File: src/hw/rtl/pcc_ram.sv
// Generic single-write, single-read RAM with registered read data.
module pcc_ram #(
    parameter int WIDTH = 8,
    parameter int DEPTH = 16
) (
    input  logic                     clk,
    input  logic                     wr_en,
    input  logic [$clog2(DEPTH)-1:0] wr_addr,
    input  logic [WIDTH-1:0]         wr_data,
    input  logic [$clog2(DEPTH)-1:0] rd_addr,
    output logic [WIDTH-1:0]         rd_data
);

    logic [WIDTH-1:0] mem [DEPTH];

    always_ff @(posedge clk)
    begin
        if (wr_en)
        begin
            mem[wr_addr] <= wr_data;
        end
        rd_data <= mem[rd_addr];
    end

endmodule

File: config.mk
export PLATFORM = sky130hd
export DESIGN_NAME = pcc_ram
export DESIGN_NICKNAME = d
export VERILOG_FILES = /design/src/hw/rtl/pcc_ram.sv
export SDC_FILE = /design/constraint.sdc
export NUM_CORES = 1
export LEC_CHECK = 0
export ABC_AREA = 1
export BUFFER_PORTS_ARGS = -buffer_cell sky130_fd_sc_hd__buf_2
export CAP_MARGIN = 20
export CORE_MARGIN = 8
export CORE_UTILIZATION = 55
export CTS_BUF_LIST = sky130_fd_sc_hd__clkbuf_4 sky130_fd_sc_hd__clkbuf_8
export DETAILED_ROUTE_END_ITERATION = 16
export PLACE_DENSITY = 0.69
export SLEW_MARGIN = 15
export SYNTH_ARGS = -nofsm -noshare
export SYNTH_HDL_FRONTEND = slang
export SYNTH_SLANG_ARGS = --single-unit
File: constraint.sdc
create_clock -name clk -period 3.5 [get_ports clk]
set_clock_uncertainty 0.15 [all_clocks]
set_input_delay 0.35 -clock clk [delete_from_list [all_inputs] [get_ports clk]]
set_output_delay 0.35 -clock clk [all_outputs]
set_load 0.05 [all_outputs]
* Word-level counts from Yosys, hierarchy flattened
Memories as Yosys holds them, arrays and structs flattened. A register that Yosys moved wholly into a read port is not among the register bits. Cells that the tools add are included.
Word-level totals: register bits after elaboration 0, bits in latches 0, bits in writable memories 128, ROM bits 0, bits of input ports 18, memories 1
Operators by class: add/subtract/negate cells 0, multiply operators 0, divide/modulo/power cells 0, magnitude comparators 0, equality and inequality tests 0, shifts and indexed selects 0, muxes and demuxes 2, bitwise logic cells 0, reduce and logical (&&, ||, !) cells 0
Memory list:
- mem | depth 16, width 8, rd ports 1, clocked after memory_dff 1, write ports 1, line 14 | logic [WIDTH-1:0] mem [DEPTH];
Operators by type and width (count):
- 1-bit two-way mux | 2

* Longest topological paths before layout
word-level depth 2, gate-level depth with buffers 8, gate-level depth less buffers 7

* Worst setup path before layout
Ideal clock, no wire load.
path kind input to register, from input wr_addr[2], to memory mem[10][0], enable pin, library setup time 370 ps, arrival time 931 ps, required time 2980 ps, path slack 2049 ps, stages on the path 2, cell sequence nand3b_1 -> nor2_1
RTL lines:
- from (decl) | line 8 | input logic [$clog2(DEPTH)-1:0] wr_addr,
- to (decl) | line 14
No word-level cell before the write port.

==> impl_results.md <==
- Outcome: complete, no violations
- Tmin final: 1770 ps
- Number of global-route vias before repair: 3660
- CP Cell Sequence: buf_2 > inv_2 > nand3_1 > nand3_1 > nand3_1 > nand2_1
- Area growth syn-to-layout: 10.2%
- Crit-path max FO: 33
- Standard-cell rows: 37
- Horiz. Die Dim: 118 um
- Setup TNS: 0 ps
- Slew HR: 36.2%
- Synth area leader: edfxtp_1
- Sw Pwr: 794 uW
- Crit path buf inv count: 2
- R2r setup slk: 2270 ps
- Hold_sp: rd_addr[3]
- Global Route Usage Sum: 18.4%
- Initial Util: 56.4%
- RSZ-0062 raised after global routing: false
- Top Family by Delay on Critical Path: buffers and inverters
- Maximum clock insertion buffer count: 2
- Drt wl/cell: 17.3 um
- CP endpoint kind: register
- Syn_nets: 569
- Mapped Cells: 551
- TritonCTS clock tree: yes
- Leakage: 2.75 nW
- Hold depth: 3
- Clock Latency Late Sink: 440 ps
- Pwr/cell area: 547 mW/mm2
- Worst min path class: in -> reg
- CP max stage cell: buf_2
- Worst path depth: 6
- Buffers on Ports: 25
- Max-cap violation count: 0
- Worst Reg-to-Reg Cells: 6
- Nets: 592
- First-pass GRT wire length: 19500 um
- Sw Share: 22.9%
- Comb pwr share: 7.1%
- Clock transition at path regs: 80 ps
- CTS Hold Bufs: 0
- Core area: 0.0102 mm2
- Root Driver: clkbuf_8
- Crit path launch type: input pin
- Initial antenna violation count: 0
- RR Endpoint: rd_data[2]
- Num ports: 26
- VDD IR-drop max: 0.000281 V
- Most frequent CP cell: nand3_1
- Post-CTS sizing: 0
- Crit path kind: in -> reg
- Clock sinks: 136
- Post-DP HPWL: 7470 um
- RR Startpoint: mem[2][2]
- Htree depth: 4
- WP data required: 3680 ps
- Crit share post-route: 50.4%
- Initial drt markers: 355
- Post-CTS Setup Inserts: 0
- Crit-path max cell delay: 540 ps
- FMAX: 0.566 GHz
- Library cells used by synthesis: 12
- Pins over their slew limit: 0
- Via count: 3774
- DRC Markers: 0
- GPL Wtd Cong: 0.825
- Synth top area cells: edfxtp_1 (67%), nand2_1 (11%), nand3_1 (8.4%)
- TritonCTS Buffers: 17
- Vias per inst: 5.22
- Final wirelength: 12500 um
- Final setup fails: 0
- Number of diodes: 0
- Largest net degree at the start of global routing: 65
- Worst Tran Pin Value: 956 ps
- P_int: 2.68 mW
- Utilization after layout: 62.1%
- Die Ht: 118 um
- Yosys top cell area share: 66.7%
- Final ANT Viol Nets: 0
- Fin. Hold Viols: 0
- Register bit total from synthesis: 136
- Initial DRT Pass Iterations: 5
- Grt total ovfl: 0
- Share of power burned in registers: 52.7%
- Post-Syn Area: 0.00577 mm2
- Layout cells sized above 1: 10.6%
- Syn. warnings: 0
- Sequential area share after synthesis: 69.4%
- WHS Endpoint: rd_data[3]
- Clock share of power: 40.2%
- Critical path arrival: 1950 ps
- Die area: 0.0140 mm2
- Avg Cell Area, Syn: 10.5 um2
## power groups by stage
stage / Combinational, mW / Clock [mW] / Sequential (mW)
2_1_floorplan: 0.128 / 0 / 1.90
4_1_cts: 0.248 / 1.41 / 1.83
5_1_grt: 0.273 / 1.48 / 1.83
3_3_place_gp: 0.241 / 0 / 1.86
3_5_place_dp: 0.246 / 0 / 1.87
6_report: 0.247 / 1.40 / 1.83
## placed cells by master, fill, tap and decap left out, drive strengths merged
master and instances:
buf 28, bufinv 4, clkbuf 20, clkinv 6
clkinvlp 1, dfxtp 8, edfxtp 128, inv 103
nand2 173, nand3 97, nand3b 2, nor2 17
## logic make-up (layout without fill, tap and decap cells)
logic type / Yosys count / count (layout) / share of synthesized area, %
and+or+nand+nor: 289 / 289 / 21.0
DFF: 136 / 136 / 69.4
buffers and inverters: 126 / 162 / 9.52
## metal layers
layer / GRT usage [%] / share of wire (%) / vias to the layer above
met3: 5.19 / 7.5 / 23
met2: 29.8 / 49 / 159
met1: 22.6 / 41 / 1773
met5: 0 / 0 / -
met4: 8.38 / 2.5 / 0
li1: - / - / 1819
## tightest hold or removal path: cells and delay by family
family	cells	cell delay [ps]
buffers and inverters	1	170
and+or+nand+nor	2	140
## synthesized netlist by cell type
cell type	n
nand3_1	97
nand2_1	173
dfxtp_1	8
buf_2	13
edfxtp_1	128
nand3b_1	2
nor2_1	17
inv_1	100
buf_4	4
buf_1	1
buf_6	6
inv_2	2
## worst max-delay path by stage
stage	startpoint	endpoint	slack, ps
2_1_floorplan	wr_addr[2]	mem[10][0]	2050
3_3_place_gp	rd_addr[1]	rd_data[2]	1340
3_5_place_dp	rd_addr[1]	rd_data[2]	1300
4_1_cts	rd_addr[1]	rd_data[2]	1760
5_1_grt	rd_addr[1]	rd_data[2]	1620
6_report	rd_addr[1]	rd_data[2]	1730
## area by class of cell
class / instances / area, um2
sequential: 136 / 4000
fill: 836 / 3880
multi-input combinational: 289 / 1210
inverter: 102 / 383
clock buffer: 20 / 256
clock inverter: 12 / 178
tap: 136 / 170
timing repair buffer: 28 / 148
## through the flow
stage	hold WS, ps	area (um2)	worst slack (ps)	std cells	power, mW
finish	130	6350	1730	723	3.47
global placement	478	5920	1340	691	2.11
global route	126	6350	1620	723	3.58
floorplan	299	5770	2050	551	2.03
CTS	101	6350	1760	723	3.49
detailed placement	487	5920	1300	691	2.11
## state kept, by name, indices dropped and copies added, names as in the netlist
| signal | flops |
|---|---|
| mem | 128 |
| rd_data | 8 |
No activity file was read; power rests on OpenSTA's default activity.
