**config.mk**
```make
export PLATFORM = sky130hd
export DESIGN_NAME = pcc_outq
export DESIGN_NICKNAME = d
export VERILOG_FILES = /design/src/hw/rtl/pcc_pkg.sv /design/src/hw/rtl/pcc_outq.sv
export SDC_FILE = /design/constraint.sdc
export NUM_CORES = 1
export LEC_CHECK = 0
export BUFFER_PORTS_ARGS = -buffer_cell sky130_fd_sc_hd__buf_2
export CAP_MARGIN = 20
export CORE_UTILIZATION = 45
export CTS_BUF_LIST = sky130_fd_sc_hd__clkbuf_16
export DETAILED_ROUTE_END_ITERATION = 10
export MAX_ROUTING_LAYER = met4
export PLACE_DENSITY_LB_ADDON = 0.25
export SYNTH_ARGS = -nofsm -noshare
export SYNTH_HDL_FRONTEND = slang
export SYNTH_SLANG_ARGS = --single-unit
export TNS_END_PERCENT = 50
```
**constraint.sdc**
```tcl
create_clock -name clk -period 1.8 [get_ports clk]
set_clock_uncertainty 0.1 [all_clocks]
set_input_delay 0 -clock clk [delete_from_list [all_inputs] [get_ports clk]]
set_output_delay 0 -clock clk [all_outputs]
set_load 0.02 [all_outputs]
```
**src/hw/rtl/pcc_pkg.sv**
```systemverilog
// Shared types and constants for the prefix code table codec.
package pcc_pkg;

    localparam int MAX_CODE_LEN = 32;
    localparam int TABLE_SIZE   = 257;
    localparam int END_INDEX    = 256;
    localparam int LEN_W        = 6;
    localparam int ADDR_W       = 9;
    localparam int ENTRY_W      = LEN_W + MAX_CODE_LEN;

    localparam logic [2:0] OP_LOAD    = 3'd0;
    localparam logic [2:0] OP_ENCODE  = 3'd1;
    localparam logic [2:0] OP_FINISH  = 3'd2;
    localparam logic [2:0] OP_DECODE  = 3'd3;
    localparam logic [2:0] OP_RESTART = 3'd4;

    localparam logic [1:0] KIND_BYTE   = 2'd0;
    localparam logic [1:0] KIND_SYMBOL = 2'd1;
    localparam logic [1:0] KIND_END    = 2'd2;
    localparam logic [1:0] KIND_ERROR  = 2'd3;

    typedef struct packed {
        logic [2:0]  operation;
        logic [8:0]  symbol;
        logic [5:0]  code_length;
        logic [31:0] code_bits;
        logic [7:0]  data_byte;
    } in_item_t;

    typedef struct packed {
        logic [1:0] kind;
        logic [7:0] value;
        logic       last;
    } out_item_t;

    // Result command from the core to the output queue
    typedef struct packed {
        logic       push;
        logic       fin;
        logic [1:0] kind;
        logic [7:0] value;
    } res_cmd_t;

    typedef enum logic [3:0] {
        S_CLEAR,
        S_IDLE,
        S_LOAD,
        S_ENC_WAIT,
        S_ENC_BIT,
        S_FLUSH,
        S_ERR,
        S_DEC_BIT,
        S_DEC_SCAN,
        S_DEC_HIT,
        S_DEC_OVR,
        S_FIN
    } state_t;

endpackage

```
**src/hw/rtl/pcc_outq.sv**
```systemverilog
// Result output stage: one held result (to mark last) plus the output register.
module pcc_outq (
    input  logic              clk,
    input  logic              rst_n,
    input  pcc_pkg::res_cmd_t cmd,
    output logic              rdy,
    output logic              out_valid,
    input  logic              out_stall,
    output pcc_pkg::out_item_t out_data
);
    import pcc_pkg::*;

    logic       pend_v_reg, pend_v_next;
    logic [1:0] pend_kind_reg, pend_kind_next;
    logic [7:0] pend_val_reg, pend_val_next;
    logic       out_v_reg, out_v_next;
    out_item_t  out_reg, out_next;

    assign rdy       = !out_v_reg || !out_stall;
    assign out_valid = out_v_reg;
    assign out_data  = out_reg;

    // Held result goes out when the next one arrives or the transaction ends
    always_comb
    begin
        pend_v_next    = pend_v_reg;
        pend_kind_next = pend_kind_reg;
        pend_val_next  = pend_val_reg;
        out_next       = out_reg;
        out_v_next     = out_v_reg && out_stall;
        if (cmd.push && rdy)
        begin
            if (pend_v_reg)
            begin
                out_v_next = 1'b1;
                out_next   = '{kind: pend_kind_reg, value: pend_val_reg, last: 1'b0};
            end
            pend_v_next    = 1'b1;
            pend_kind_next = cmd.kind;
            pend_val_next  = cmd.value;
        end
        else if (cmd.fin && rdy)
        begin
            if (pend_v_reg)
            begin
                out_v_next = 1'b1;
                out_next   = '{kind: pend_kind_reg, value: pend_val_reg, last: 1'b1};
            end
            pend_v_next = 1'b0;
        end
    end

    always_ff @(posedge clk or negedge rst_n)
    begin
        if (!rst_n)
        begin
            pend_v_reg <= 1'b0;
            out_v_reg  <= 1'b0;
        end
        else
        begin
            pend_v_reg <= pend_v_next;
            out_v_reg  <= out_v_next;
        end
    end

    always_ff @(posedge clk)
    begin
        pend_kind_reg <= pend_kind_next;
        pend_val_reg  <= pend_val_next;
        out_reg       <= out_next;
    end

    // Held result never lingers once a transaction ended
    a_fin_clears: assert property (@(posedge clk) disable iff (!rst_n)
        (cmd.fin && rdy && !cmd.push) |=> !pend_v_reg)
        else $error("held result survived end of transaction");
    a_push_holds: assert property (@(posedge clk) disable iff (!rst_n)
        (cmd.push && rdy) |=> pend_v_reg)
        else $error("pushed result not held");
    a_out_from_pend: assert property (@(posedge clk) disable iff (!rst_n)
        (rdy && (cmd.push || cmd.fin) && pend_v_reg) |=> out_v_reg)
        else $error("held result lost");

endmodule

```
# Word level (Yosys, flattened, before mapping)

Index checks and enable logic that the tools add are counted.

Flip-flop bits (word level): 23
Input bits: 15
Output and inout port bits: 13

Equal/unequal tests: 2
Mux-type cells: 9
Reductions and logical operators: 8

Operator list:

| cell                                  | count |
|---|---|
| 11-bit two-way mux                    | 4 |
| 1-bit two-way mux                     | 5 |
| 2-bit != test (second input constant) | 2 |
| 1-bit logical AND                     | 3 |
| 3-bit AND reduction                   | 1 |
| 1-bit zero test                       | 2 |
| 2-bit nonzero test                    | 1 |
| 1-bit logical OR                      | 1 |

# Longest topological paths before layout

Depth in word-level cells: 5
Mapped depth: 2
Gate-level depth less buffers: 2

# Worst setup path after synthesis

No wires, ideal clock.

Kind: register to register
Start point: reg out_v_reg (netlist: out_valid)
End point: reg out_reg, in the netlist out_data[0], enable pin
Setup time: 0.382 ns
Data arrival time: 1.115 ns
Setup slack: 0.203 ns
Stages on the path, launching flop included: 2
Path buffers: 0
Clock period less this slack: 1.597 ns
Path through: dfrtp_1 a21oi_1

Cells in the longest elaborated chain, start to end: 5
Elaborated cells between the ends (all ways): 8
Classes of those cells: eq/ne (2); reduce/logical (6)

RTL lines:

| element                                                                     | RTL line                       | RTL |
|---|---|---|
| from (decl)                                                                 | pcc_outq.sv:16                 | `logic out_v_reg, out_v_next;` |
| from (signal assigned)                                                      | pcc_outq.sv:63                 | `out_v_reg <= out_v_next;` |
| 1-bit zero test *                                                           | pcc_outq.sv:19                 | `assign rdy = !out_v_reg \|\| !out_stall;` |
| 1-bit logical OR *                                                          | pcc_outq.sv:19                 |  |
| 1-bit logical AND, on equally long branches                                 | pcc_outq.sv:42, pcc_outq.sv:31 |  |
| 2-bit != test (no source line) / 2-bit nonzero test (equally long branches) | --                             |  |
| 3-bit AND reduction (no source line) *                                      | --                             |  |
| to (signal assigned)                                                        | pcc_outq.sv:71                 | `out_reg <= out_next;` |
| to (decl)                                                                   | pcc_outq.sv:17                 | `out_item_t out_reg, out_next;` |

Mark *: on every way between the ends. The rest lies on a longest branch, timed or not.
A chain may end at the register's enable or synchronous reset.

# Final worst setup path

Start point: reg out_v_reg (netlist: out_valid)
End point: reg pend_val_reg[5], enable pin

Cells in the longest elaborated chain, start to end: 3

RTL lines:

| element              | RTL line       | RTL |
|---|---|---|
| 1-bit zero test      | pcc_outq.sv:19 |  |
| 1-bit logical OR     | pcc_outq.sv:19 |  |
| 1-bit logical AND    | pcc_outq.sv:31 | `if (cmd.push && rdy)` |
| to (signal assigned) | pcc_outq.sv:70 | `pend_val_reg <= pend_val_next;` |
| to (decl)            | pcc_outq.sv:15 | `logic [7:0] pend_val_reg, pend_val_next;` |

No other way between the ends.

==> metrics.cfg <==
[outcome]
status = complete, no violations

[drt]
drt-vias-per-instance = 4.68
drcViolationCount = 0
wl_per_cell_um = 12.8
first_pass_iters = 4
wl_mm = 1.20
ant_nets = 0
vias = 440
drt_iter0_markers = 5

[global_route]
grt_pass1_wl_mm = 1.76
grt_max_degree = 14
grt_pass1_vias = 417
antenna_found_initial = 0
grt_use_total = 0.156
gr-total-overflow = 0

[power]
p_total_w = 0.00128
leakagePower_nw = 0.461
vdd_drop_max_mv = 0.679
cellPowerDensity_nw_per_um2 = 1140

[synth]
synth.distinct_cells = 9
synth_mux_area_frac = 0
synth_area_um2 = 731
synthXorXnorAreaFrac = 0
postSynthCellCount = 31
synthTopCellsByCount = 21 x edfxtp_1, 2 x dfrtp_1, 2 x nand2_1
synth_fp_nets = 46
synth_seq_cells = 23
async_flop_share = 0.0870
synth_edf_count = 21
ys.warnings.count = 0
synthAdderAreaFrac = 0
synth_area_leaders = edfxtp_1 86%, dfrtp_1 6.8%, a21bo_1 1.4%
yosysTopAreaCell = edfxtp_1
synth_top_family_by_area = compound AO/OA/AOI/OAI gates
synthFlopType = edfxtp_1
postSynthAreaPerCell_um2 = 23.6
seq_area_frac_synth = 0.932
synth_top_cell_area_share = 0.863
synth.most_common_cell = edfxtp_1
synth-compound-area-share = 0.0394
synthSimpleGateAreaFrac = 0.0291

[flow_run]
cap_violations = 0

[worst_hold_path]
min_path_type = reg -> reg

[final_layout]
fin_area_um2 = 1120
regArea_um2 = 681
largest_reg_flops = 11
antennaDiodeCount = 0
area_growth_pct = 53.8
drive_gt1_frac = 0.436
num-nets-final = 94
multi_input_area_um2 = 50.0
n_fill_cell = 85

[die]
num_io_pins = 28
chipHeight_um = 42.3
coreArea_um2 = 1510
die_area_um2 = 1790
fp.dieW_um = 42.3
start_util = 0.485
rows = 14

[timing]
tns_ps = 0
min_period_over_period = 0.694
rsz0062_at_grt = no
maxSlewHeadroom = 0.849
min_period_ps = 1250
fmax_ghz = 0.800
setup-violations-final = 0
timing.final.hold_violations = 0
worst_slack_ps = 550
slew_violations = 0
tightestPinTransition_ps = 227

[placed_design]
port_buffers = 27
place_hpwl_um = 709
post-place-ws_ps = 576
gp_congestion = 0.721
dpl_cell_area_um2 = 893

[clock_network]
cts_buffers = 3
clkLatencyLatePin_ps = 250
cts_buffer_depth = 2
post_cts_resize_count = 0
clkSinkCount = 23
root_buffer = clkbuf_16
htreeDepth = 1
cts_tree = done
clkTransAtPathRegs_ps = 50

[worst_setup_path]
slowest_stage = dfrtp_1
worstSetupPathType = reg -> reg
crit_family = flip-flops
r2r_slack_ps = 550
path_buf_inv = 0
path_cells = nand2_2 -> and2_2
critical_path_peak_fanout = 10
critical_path_required_ps = 1640
cp.arrival_ps = 1090
max_stage_delay_ps = 420
crit_path_end_kind = flip-flop
cp-start-kind = flip-flop

==> cells by family after synthesis <==
kind of cell     after synthesis
AND/OR/NAND/NOR                4
flip-flops                    23
AO/OA/AOI/OAI                  4
==> layout by cell type, fill, tap and decap left out, drive strengths merged <==
master       instances
a21bo                1
a21oi                1
a22o                 1
and2                 1
buf                 28
clkbuf               3
clkinv               1
dfrtp                2
dlygate4sd3         15
edfxtp              21
nand2                3
o21ai                1
==> final timing paths <==
| check | from | cells after the start | endpoint |
|---|---|---|---|
| worst max register to register | out_valid | 2 | pend_val_reg[5] |
| worst max-delay path | out_valid | 2 | pend_val_reg[5] |
| worst min-delay path | pend_val_reg[5] | 0 | out_data[6] |
| min in group asynchronous | rst_n | 3 | pend_v_reg |
| worst min register to register | pend_val_reg[5] | 0 | out_data[6] |
| max in group asynchronous | rst_n | 3 | out_valid |
==> where the power goes <==
group	switching [W]	internal, W	total, W
Sequential	0.0000156	0.000645	0.000661
Combinational	0.0000903	0.0000659	0.000156
Clock	0.000165	0.000298	0.000463
==> cell type report <==
type | count | area share
clock inverter | 1 | 0.00445
clock buffer | 3 | 0.0668
tap | 16 | 0.0178
multi-input combinational | 8 | 0.0445
sequential | 23 | 0.606
timing repair buffer | 43 | 0.261
==> per-layer routing <==
metal / up-vias / part of all wire / track usage
met5: - / 0 / -
met3: 6 / 0.052 / 0.0517
met1: 199 / 0.38 / 0.139
met2: 20 / 0.53 / 0.268
li1: 215 / - / -
met4: 0 / 0.033 / 0.113
==> timing repair <==
action                                 4_1_cts  5_1_grt
setup buffers                                0        0
hold buffers                                15        0
endpoints found under the hold margin       15        0
==> stage by stage <==
stage	util	hold slack [ps]	cells
after floorplan	-	-396	31
after global placement	0.593	-313	75
after detailed placement	0.593	-308	75
after CTS	0.746	318	94
after global routing	0.746	323	94
final	0.746	319	94
Power figures use the tool's default switching activity.
