### src/hw/rtl/pcc_pkg.sv
// Shared types and constants for the prefix code table codec.
package pcc_pkg;

    localparam int MAX_CODE_LEN = 32;
    localparam int TABLE_SIZE   = 257;
    localparam int END_INDEX    = 256;
    localparam int LEN_W        = 6;
    localparam int ADDR_W       = 9;
    localparam int ENTRY_W      = LEN_W + MAX_CODE_LEN;

    localparam logic [2:0] OP_LOAD    = 3'd0;
    localparam logic [2:0] OP_ENCODE  = 3'd1;
    localparam logic [2:0] OP_FINISH  = 3'd2;
    localparam logic [2:0] OP_DECODE  = 3'd3;
    localparam logic [2:0] OP_RESTART = 3'd4;

    localparam logic [1:0] KIND_BYTE   = 2'd0;
    localparam logic [1:0] KIND_SYMBOL = 2'd1;
    localparam logic [1:0] KIND_END    = 2'd2;
    localparam logic [1:0] KIND_ERROR  = 2'd3;

    typedef struct packed {
        logic [2:0]  operation;
        logic [8:0]  symbol;
        logic [5:0]  code_length;
        logic [31:0] code_bits;
        logic [7:0]  data_byte;
    } in_item_t;

    typedef struct packed {
        logic [1:0] kind;
        logic [7:0] value;
        logic       last;
    } out_item_t;

    // Result command from the core to the output queue
    typedef struct packed {
        logic       push;
        logic       fin;
        logic [1:0] kind;
        logic [7:0] value;
    } res_cmd_t;

    typedef enum logic [3:0] {
        S_CLEAR,
        S_IDLE,
        S_LOAD,
        S_ENC_WAIT,
        S_ENC_BIT,
        S_FLUSH,
        S_ERR,
        S_DEC_BIT,
        S_DEC_SCAN,
        S_DEC_HIT,
        S_DEC_OVR,
        S_FIN
    } state_t;

endpackage

### src/hw/rtl/pcc_core.sv
// Sequencer: table load, encode bit packer and table-scan decoder.
module pcc_core (
    input  logic                       clk,
    input  logic                       rst_n,
    input  logic                       in_valid,
    output logic                       in_stall,
    input  pcc_pkg::in_item_t          in_data,
    output logic                       ram_wr_en,
    output logic [pcc_pkg::ADDR_W-1:0] ram_wr_addr,
    output logic [pcc_pkg::ENTRY_W-1:0] ram_wr_data,
    output logic [pcc_pkg::ADDR_W-1:0] ram_rd_addr,
    input  logic [pcc_pkg::ENTRY_W-1:0] ram_rd_data,
    output pcc_pkg::res_cmd_t          cmd,
    input  logic                       rdy
);
    import pcc_pkg::*;

    state_t                  state_reg, state_next;
    in_item_t                item_reg, item_next;
    logic [ADDR_W-1:0]       idx_reg, idx_next;
    logic [LEN_W-1:0]        cnt_reg, cnt_next;
    logic [MAX_CODE_LEN-1:0] code_reg, code_next;
    logic [7:0]              pack_byte_reg, pack_byte_next;
    logic [2:0]              pack_count_reg, pack_count_next;
    logic [MAX_CODE_LEN-1:0] prefix_reg, prefix_next;
    logic [LEN_W-1:0]        plen_reg, plen_next;
    logic                    stopped_reg, stopped_next;
    logic [2:0]              j_reg, j_next;

    logic [LEN_W-1:0]        rd_len;
    logic [MAX_CODE_LEN-1:0] rd_bits;
    logic [MAX_CODE_LEN-1:0] load_mask;
    logic                    match;
    logic [LEN_W-1:0]        cidx;
    logic                    enc_bit;
    logic [7:0]              enc_byte;
    logic                    accept;

    assign rd_len  = ram_rd_data[ENTRY_W-1 -: LEN_W];
    assign rd_bits = ram_rd_data[MAX_CODE_LEN-1:0];
    assign match   = (rd_len != '0) && (rd_len == plen_reg) && (rd_bits == prefix_reg);
    assign cidx    = cnt_reg - LEN_W'(1);
    assign enc_bit = code_reg[cidx[$clog2(MAX_CODE_LEN)-1:0]];
    assign enc_byte = pack_byte_reg | (8'({7'd0, enc_bit}) << (3'd7 - pack_count_reg));
    assign in_stall = (state_reg != S_IDLE);
    assign accept   = in_valid && !in_stall;

    // Keep only code bits below the loaded length
    always_comb
    begin
        for (int i = 0; i < MAX_CODE_LEN; i++)
        begin
            load_mask[i] = (LEN_W'(i) < item_reg.code_length);
        end
    end

    // Next state and datapath
    always_comb
    begin
        state_next      = state_reg;
        item_next       = item_reg;
        idx_next        = idx_reg;
        cnt_next        = cnt_reg;
        code_next       = code_reg;
        pack_byte_next  = pack_byte_reg;
        pack_count_next = pack_count_reg;
        prefix_next     = prefix_reg;
        plen_next       = plen_reg;
        stopped_next    = stopped_reg;
        j_next          = j_reg;
        ram_wr_en       = 1'b0;
        ram_wr_addr     = idx_reg;
        ram_wr_data     = '0;
        ram_rd_addr     = idx_reg;
        cmd             = '{push: 1'b0, fin: 1'b0, kind: KIND_BYTE, value: 8'd0};

        case (state_reg)
            S_CLEAR:
            begin
                ram_wr_en = 1'b1;
                idx_next  = idx_reg + ADDR_W'(1);
                if (idx_reg == ADDR_W'(END_INDEX))
                begin
                    state_next = S_IDLE;
                end
            end
            S_IDLE:
            begin
                ram_rd_addr = (in_data.operation == OP_FINISH) ? ADDR_W'(END_INDEX)
                                                               : ADDR_W'(in_data.data_byte);
                if (accept)
                begin
                    item_next = in_data;
                    case (in_data.operation)
                        OP_LOAD:    state_next = S_LOAD;
                        OP_ENCODE:  state_next = S_ENC_WAIT;
                        OP_FINISH:  state_next = S_ENC_WAIT;
                        OP_DECODE:
                        begin
                            j_next     = 3'd0;
                            state_next = stopped_reg ? S_FIN : S_DEC_BIT;
                        end
                        OP_RESTART:
                        begin
                            prefix_next  = '0;
                            plen_next    = '0;
                            stopped_next = 1'b0;
                            state_next   = S_FIN;
                        end
                        default:    state_next = S_FIN;
                    endcase
                end
            end
            S_LOAD:
            begin
                if (item_reg.symbol > ADDR_W'(END_INDEX)
                    || item_reg.code_length > LEN_W'(MAX_CODE_LEN))
                begin
                    state_next = S_ERR;
                end
                else
                begin
                    ram_wr_en   = 1'b1;
                    ram_wr_addr = item_reg.symbol;
                    ram_wr_data = {item_reg.code_length,
                                   MAX_CODE_LEN'(item_reg.code_bits) & load_mask};
                    state_next  = S_FIN;
                end
            end
            S_ENC_WAIT:
            begin
                cnt_next  = rd_len;
                code_next = rd_bits;
                state_next = (rd_len == '0) ? S_ERR : S_ENC_BIT;
            end
            S_ENC_BIT:
            begin
                if (!(pack_count_reg == 3'd7) || rdy)
                begin
                    if (pack_count_reg == 3'd7)
                    begin
                        cmd = '{push: 1'b1, fin: 1'b0, kind: KIND_BYTE, value: enc_byte};
                        pack_byte_next = 8'd0;
                    end
                    else
                    begin
                        pack_byte_next = enc_byte;
                    end
                    pack_count_next = pack_count_reg + 3'd1;
                    cnt_next        = cidx;
                    if (cnt_reg == LEN_W'(1))
                    begin
                        state_next = (item_reg.operation == OP_FINISH) ? S_FLUSH : S_FIN;
                    end
                end
            end
            S_FLUSH:
            begin
                if (pack_count_reg == 3'd0)
                begin
                    state_next = S_FIN;
                end
                else if (rdy)
                begin
                    cmd = '{push: 1'b1, fin: 1'b0, kind: KIND_BYTE, value: pack_byte_reg};
                    pack_byte_next  = 8'd0;
                    pack_count_next = 3'd0;
                    state_next      = S_FIN;
                end
            end
            S_ERR:
            begin
                if (rdy)
                begin
                    cmd = '{push: 1'b1, fin: 1'b0, kind: KIND_ERROR, value: 8'd0};
                    state_next = S_FIN;
                end
            end
            S_DEC_BIT:
            begin
                prefix_next = {prefix_reg[MAX_CODE_LEN-2:0], item_reg.data_byte[3'd7 - j_reg]};
                plen_next   = plen_reg + LEN_W'(1);
                idx_next    = '0;
                ram_rd_addr = '0;
                state_next  = S_DEC_SCAN;
            end
            S_DEC_SCAN:
            begin
                // read data belongs to entry idx_reg; fetch the following one
                ram_rd_addr = idx_reg + ADDR_W'(1);
                if (match)
                begin
                    state_next = S_DEC_HIT;
                end
                else if (idx_reg == ADDR_W'(END_INDEX))
                begin
                    if (plen_reg >= LEN_W'(MAX_CODE_LEN))
                    begin
                        state_next = S_DEC_OVR;
                    end
                    else
                    begin
                        j_next     = j_reg + 3'd1;
                        state_next = (j_reg == 3'd7) ? S_FIN : S_DEC_BIT;
                    end
                end
                else
                begin
                    idx_next = idx_reg + ADDR_W'(1);
                end
            end
            S_DEC_HIT:
            begin
                if (rdy)
                begin
                    prefix_next = '0;
                    plen_next   = '0;
                    if (idx_reg == ADDR_W'(END_INDEX))
                    begin
                        cmd = '{push: 1'b1, fin: 1'b0, kind: KIND_END, value: 8'd0};
                        stopped_next = 1'b1;
                        state_next   = S_FIN;
                    end
                    else
                    begin
                        cmd = '{push: 1'b1, fin: 1'b0, kind: KIND_SYMBOL,
                                value: idx_reg[7:0]};
                        j_next     = j_reg + 3'd1;
                        state_next = (j_reg == 3'd7) ? S_FIN : S_DEC_BIT;
                    end
                end
            end
            S_DEC_OVR:
            begin
                if (rdy)
                begin
                    cmd = '{push: 1'b1, fin: 1'b0, kind: KIND_ERROR, value: 8'd0};
                    prefix_next = '0;
                    plen_next   = '0;
                    j_next      = j_reg + 3'd1;
                    state_next  = (j_reg == 3'd7) ? S_FIN : S_DEC_BIT;
                end
            end
            S_FIN:
            begin
                if (rdy)
                begin
                    cmd.fin    = 1'b1;
                    state_next = S_IDLE;
                end
            end
            default:
            begin
                state_next = S_IDLE;
            end
        endcase
    end

    // Control state
    always_ff @(posedge clk or negedge rst_n)
    begin
        if (!rst_n)
        begin
            state_reg      <= S_CLEAR;
            idx_reg        <= '0;
            pack_byte_reg  <= '0;
            pack_count_reg <= '0;
            prefix_reg     <= '0;
            plen_reg       <= '0;
            stopped_reg    <= 1'b0;
            j_reg          <= '0;
            cnt_reg        <= '0;
        end
        else
        begin
            state_reg      <= state_next;
            idx_reg        <= idx_next;
            pack_byte_reg  <= pack_byte_next;
            pack_count_reg <= pack_count_next;
            prefix_reg     <= prefix_next;
            plen_reg       <= plen_next;
            stopped_reg    <= stopped_next;
            j_reg          <= j_next;
            cnt_reg        <= cnt_next;
        end
    end

    // Payload
    always_ff @(posedge clk)
    begin
        item_reg <= item_next;
        code_reg <= code_next;
    end

    a_push_fin_excl: assert property (@(posedge clk) disable iff (!rst_n)
        !(cmd.push && cmd.fin))
        else $error("push and end of transaction together");
    a_cmd_when_rdy: assert property (@(posedge clk) disable iff (!rst_n)
        (cmd.push || cmd.fin) |-> rdy)
        else $error("result issued while output busy");
    a_accept_busy: assert property (@(posedge clk) disable iff (!rst_n)
        accept |=> state_reg != S_IDLE)
        else $error("accepted transaction not started");
    a_stop_on_end: assert property (@(posedge clk) disable iff (!rst_n)
        $rose(stopped_reg) |-> $past(state_reg) == S_DEC_HIT)
        else $error("decoder stopped without end code");

endmodule

### config.mk
export PLATFORM = sky130hd
export DESIGN_NAME = pcc_core
export DESIGN_NICKNAME = d
export VERILOG_FILES = /design/src/hw/rtl/pcc_pkg.sv /design/src/hw/rtl/pcc_core.sv
export SDC_FILE = /design/constraint.sdc
export NUM_CORES = 1
export LEC_CHECK = 0
export BUFFER_PORTS_ARGS = -buffer_cell sky130_fd_sc_hd__buf_4
export CAP_MARGIN = 20
export CORE_MARGIN = 2
export CORE_UTILIZATION = 35
export DETAILED_ROUTE_END_ITERATION = 10
export RECOVER_POWER = 50
export SLEW_MARGIN = 10
export SYNTH_ARGS = -nofsm -noshare
export SYNTH_HDL_FRONTEND = slang
export SYNTH_SLANG_ARGS = --single-unit
### constraint.sdc
create_clock -name clk -period 3.8 [get_ports clk]
set_input_delay 0.76 -clock clk [delete_from_list [all_inputs] [get_ports clk]]
set_output_delay 0.76 -clock clk [all_outputs]
set_load 0.01 [all_outputs]
== Yosys cells after proc, flatten, opt, wreduce, memory -nomap -nowiden ==
Cells that the tools add are included.

* $add $sub $neg: 7
* $lt $le $gt $ge: 37
* Equal/unequal tests: 42
* Shift-type cells: 1
* Multiplexer cells: 79
* Bitwise gates (word level): 2
* Reductions and logical operators: 29

{| class="wikitable"
|+ Operators by type and width
! cell !! number
|-
| 5-bit by 6-bit < comparator with 1-bit output (first input constant) || 16
|-
| 32-bit 2-to-1 mux || 3
|-
| 32-bit case mux with 3 select lines || 1
|-
| 38-bit 2-to-1 mux || 2
|-
| 12-bit 2-to-1 mux || 6
|-
| 4-bit 2-to-1 mux || 17
|-
| 9-bit case mux with 3 select lines || 2
|-
| 4-bit by 6-bit < comparator with 1-bit output (first input constant) || 8
|-
| 4-bit case mux with 12 select lines || 1
|-
| 9-bit 2-to-1 mux || 5
|-
| 10-bit case mux with 4 select lines || 1
|-
| 3-bit 2-to-1 mux || 11
|-
| 32-bit AND || 1
|-
| 32-bit == test || 1
|-
| 8-bit 2-to-1 mux || 4
|-
| 2-bit != test (second input constant) || 16
|-
| 3-bit by 6-bit < comparator with 1-bit output (first input constant) || 4
|-
| 6-bit 2-to-1 mux || 4
|-
| 6-bit case mux with 3 select lines || 1
|-
| 4-bit by 3-bit == test with 1-bit output (second input constant) || 4
|-
| 4-bit == test (second input constant) || 4
|-
| 8-bit case mux with 2 select lines || 1
|-
| 1-bit by 6-bit < comparator with 1-bit output (first input constant) || 2
|-
| 2-bit by 6-bit < comparator with 1-bit output (first input constant) || 2
|-
| 52 further kinds || 80
|}

* Bits in registers: 162
* Input port bits: 100

== Depth between registers and ports, before layout ==
* Depth after elaboration: 8
* Mapped depth: 10

== Least setup slack after synthesis ==
No wires, ideal clock.

* Path type: reg2reg
* Start: register state_reg[1]
* End: register cnt_reg[2]
* Setup time: 0.135 ns
* Arrival time: 3.836 ns
* Slack: -0.170 ns
* Stages on the path, launching flop included: 8
* Path buffers: 2
* Period minus slack after synthesis: 3.970 ns
* Cell sequence: dfrtp_1 -> clkbuf_1 -> nand2_1 -> nor3_1 -> a21oi_1 -> clkbuf_1 -> o21ai_0 -> o21ai_0

* Longest elaborated chain between the ends: 3
* Elaborated cells on any way between the ends: 6
* Those cells by class: eq/ne (3); mux (1); reduce/logical (2)

{| class="wikitable"
|+ RTL lines
! item !! RTL line !! RTL
|-
| from (decl) || pcc_core.sv:18 || <nowiki>state_t state_reg, state_next;</nowiki>
|-
| from (signal assigned) || pcc_core.sv:276 || <nowiki>state_reg <= state_next;</nowiki>
|-
| 4-bit by 3-bit == test with 1-bit output / 4-bit by 2-bit == test with 1-bit output (equally long branches) || pcc_core.sv:77 || <nowiki>case (state_reg)</nowiki>
|-
| 2-bit != test (no line) / 2-bit nonzero test (equally long branches) || - ||
|-
| 2-bit AND reduction (no line) || - ||
|-
| to (signal assigned) || pcc_core.sv:284 || <nowiki>cnt_reg <= cnt_next;</nowiki>
|-
| to (decl) || pcc_core.sv:21 || <nowiki>logic [LEN_W-1:0] cnt_reg, cnt_next;</nowiki>
|}

Parallel ways exist; a longest one is shown, timed or not.
A chain may end at the register's enable or synchronous reset.

==> results.json <==
{
  "synth_seq_cells": 162,
  "synthXorXnorAreaFrac_pct": 4.39,
  "drt-pass1-iter-count": 5,
  "fin_crit_ns": 3.66,
  "route.detailed.drc": 0,
  "cts_sinks": 162,
  "synth_fa_ha_area_share_pct": 1.61,
  "fin_cells": 1294,
  "synthCells": 791,
  "syn_area_per_cell_um2": 10.8,
  "placedCellCount": 1260,
  "antenna_found_initial": 0,
  "initial_core_util_pct": 35.4,
  "post_drt_via_cell_ratio": 5.43,
  "synthMuxAreaShare_pct": 3.74,
  "fin_crit_sh_pct": 96.4,
  "syn_to_final_growth_pct": 24.9,
  "vias": 7028,
  "irDropWorstVdd_mv": 0.301,
  "port_buffers": 169,
  "synth.yosys.warnings": 0,
  "dp_hpwl_um": 18100,
  "critPathKind": "flop to output pin",
  "required_ns": 3.04,
  "clockRootBuffer": "clkbuf_16",
  "fmax_mhz": 273,
  "netlist_area_um2": 8560,
  "synth_compound_area_share_pct": 17.0,
  "preCtsSetupSlack_ns": 0.479,
  "drt_iter0_drc": 573,
  "tightest_slew_ns": 1.81,
  "cellPowerDensity_nw_per_um2": 698,
  "fin_nets": 1068,
  "setup_viol": 0,
  "drt-total-wl_um": 24900,
  "maxCapViolations": 2,
  "largest_register_ffs": 58,
  "clkTransAtPathRegs_ns": 0.07,
  "fin_ws_ns": 0.137,
  "htree_levels": 4,
  "worst-path-max-fanout": 10,
  "crit_slowest_cell": "mux4_1",
  "die_h_um": 160,
  "worst_hold_slack_ns": 0.443,
  "slew_viol_final": 92,
  "crit_top_cell": "buf_4",
  "die_w_um": 160,
  "cts_buffers": 17,
  "slew_headroom_pct": -20.5,
  "clock_skew_ns": 0.0148,
  "hold_class": "input pin to asynchronous set/reset pin",
  "wl_per_cell_um": 19.2,
  "p_leak_nw": 4.32,
  "gp_congestion": 0.884,
  "endpoint_kind": "output pin",
  "placed_cell_area_um2": 10200,
  "synth-simple-area-share_pct": 17.4,
  "final_area_um2": 10700,
  "grt_max_degree": 73,
  "grt_pass1_wl_um": 39500,
  "pin_count": 170,
  "yosysSeqAreaShare_pct": 52.6,
  "cts_buffer_depth": 2,
  "postCtsHoldBufs": 0,
  "antenna_cells": 0,
  "core.rowCount": 57,
  "synth_top_family_by_area": "simple AND/OR/NAND/NOR gates",
  "failed_checks": "max-capacitance violations, max-slew violations",
  "power_mw": 7.46,
  "ys.flop_type": "edfxtp_1",
  "status": "finished with violations",
  "die-area_um2": 25700,
  "grt.overflow.total": 0,
  "core_area_um2": 24200,
  "drive_above_1_share_pct": 22.6,
  "grt_use_total_pct": 19.6,
  "synthArstFlopShare_pct": 44.4,
  "worstSkewPairLatency_ns": 0.43,
  "syn_nets": 902,
  "synth-edff-count": 90,
  "rsz0062_at_grt": "false",
  "tns_ns": 0,
  "tritoncts": "yes",
  "final_util_pct": 44.2,
  "critPathLaunchType": "flop",
  "yosysUniqueCellTypes": 76,
  "hold_viol": 0,
  "antenna_left": 0,
  "arrival_ns": 2.90,
  "grt_pass1_vias": 7077,
  "cpPeakStageDelay_ns": 0.56,
  "worstPathCellList": "buf_4 > mux4_1 > and3_1 > a2111oi_2 > nor4_4 > buf_4 > nand3_2 > o21ai_1 > buf_4"
}
[power breakdown]
| group | internal, mW | switching [mW] | total [mW] |
|---|---|---|---|
| clock network | 0.966 | 0.779 | 1.75 |
| logic | 1.24 | 1.71 | 2.96 |
| registers | 2.31 | 0.445 | 2.75 |
| total | 4.52 | 2.94 | 7.46 |
[synthesized netlist by cell type, types with 10 or more instances]
cell type	count	area, µm²
and2_1	14	87.6
nand3_1	10	50.1
o21ai_0	58	290
dfrtp_1	72	1800
nand2_1	83	312
edfxtp_1	90	2700
nor3_1	19	95.1
buf_2	10	50.1
and3_1	24	150
clkbuf_1	27	101
xor2_1	39	342
o21ai_1	19	95.1
inv_1	16	60.1
a22oi_1	13	97.6
nor2_1	53	199
a22o_1	32	280
nor4_1	12	75.1
a21oi_1	29	145
ha_1	11	138
[per-layer routing]
| metal | part of all wire [%] | track usage (%) | vias to the layer above |
|---|---|---|---|
| met5 | 0 | 0 | - |
| li1 | - | - | 3319 |
| met1 | 44 | 26.3 | 3392 |
| met2 | 47 | 31.2 | 277 |
| met4 | 2.0 | 6.84 | 0 |
| met3 | 6.8 | 4.57 | 40 |
[final timing paths]
kind,start,end,slack (ns),cells past startpoint
worst max-delay path,cnt_reg[0],cmd[4],0.14,9
worst min-delay path,rst_n,prefix_reg[31],0.44,1
worst max register to register,state_reg[0],code_reg[5],0.45,4
worst min register to register,pack_byte_reg[2],pack_byte_reg[2],0.51,2
max in group asynchronous,rst_n,idx_reg[7],1.34,2
min in group clk,pack_byte_reg[2],pack_byte_reg[2],0.51,2
[cells by family (layout without fill, tap and decap cells)]
kind of cell	count (synthesis)	in the layout
xor gates and xnor gates	42	42
DFF	162	162
AOI/OAI and AO/OA	213	213
muxes	18	18
and+or+nand+nor	282	282
buffers and inverters	63	242
adders and majority gates	11	11
[area by class of cell]
cell class / count / area, µm²
clock buffer: 19 / 454
clock inverter: 13 / 138
fill: 2306 / 13500
inverter: 17 / 63.8
multi-input combinational: 566 / 3830
sequential: 162 / 4500
tap: 324 / 405
timing repair buffer: 193 / 1290
[worst max-delay path, delay by kind of cell, from the launching register on]
family          cells  cell delay, ns
buf+inv             3            0.58
flops               1            0.44
compound gates      2            0.52
mux                 1            0.56
simple gates        3            0.37
[placed cells by master (no fill, tap or decap), types with 4 or more instances in the layout]
master	n
ha_1	10
dfrtp_1	72
nand2_1	83
and3_1	23
and2_1	14
o21ai_0	59
a31oi_1	5
o31ai_1	8
edfxtp_1	90
inv_6	4
nor3_1	19
nand3_1	10
a22oi_1	13
nand2b_1	8
a221o_1	4
inv_1	16
a211oi_1	7
o21ai_1	18
or3_1	4
mux2i_1	5
a22o_1	32
clkbuf_4	50
clkbuf_16	18
nor2b_1	9
buf_4	98
nand4_1	8
o311ai_0	7
nor3b_1	9
clkbuf_1	44
nor4_1	12
a21oi_1	29
mux4_2	7
xor2_1	39
nor2_1	52
nand3_2	4
[timing repair]
| item | in CTS | in global routing |
|---|---|---|
| gates resized for setup | 0 | 6 |
| setup endpoints to repair | 0 | 30 |
| endpoints found under the hold margin | 0 | 0 |
| buffers inserted | 0 | 1 |
No activity file was read; power rests on OpenSTA's default activity.
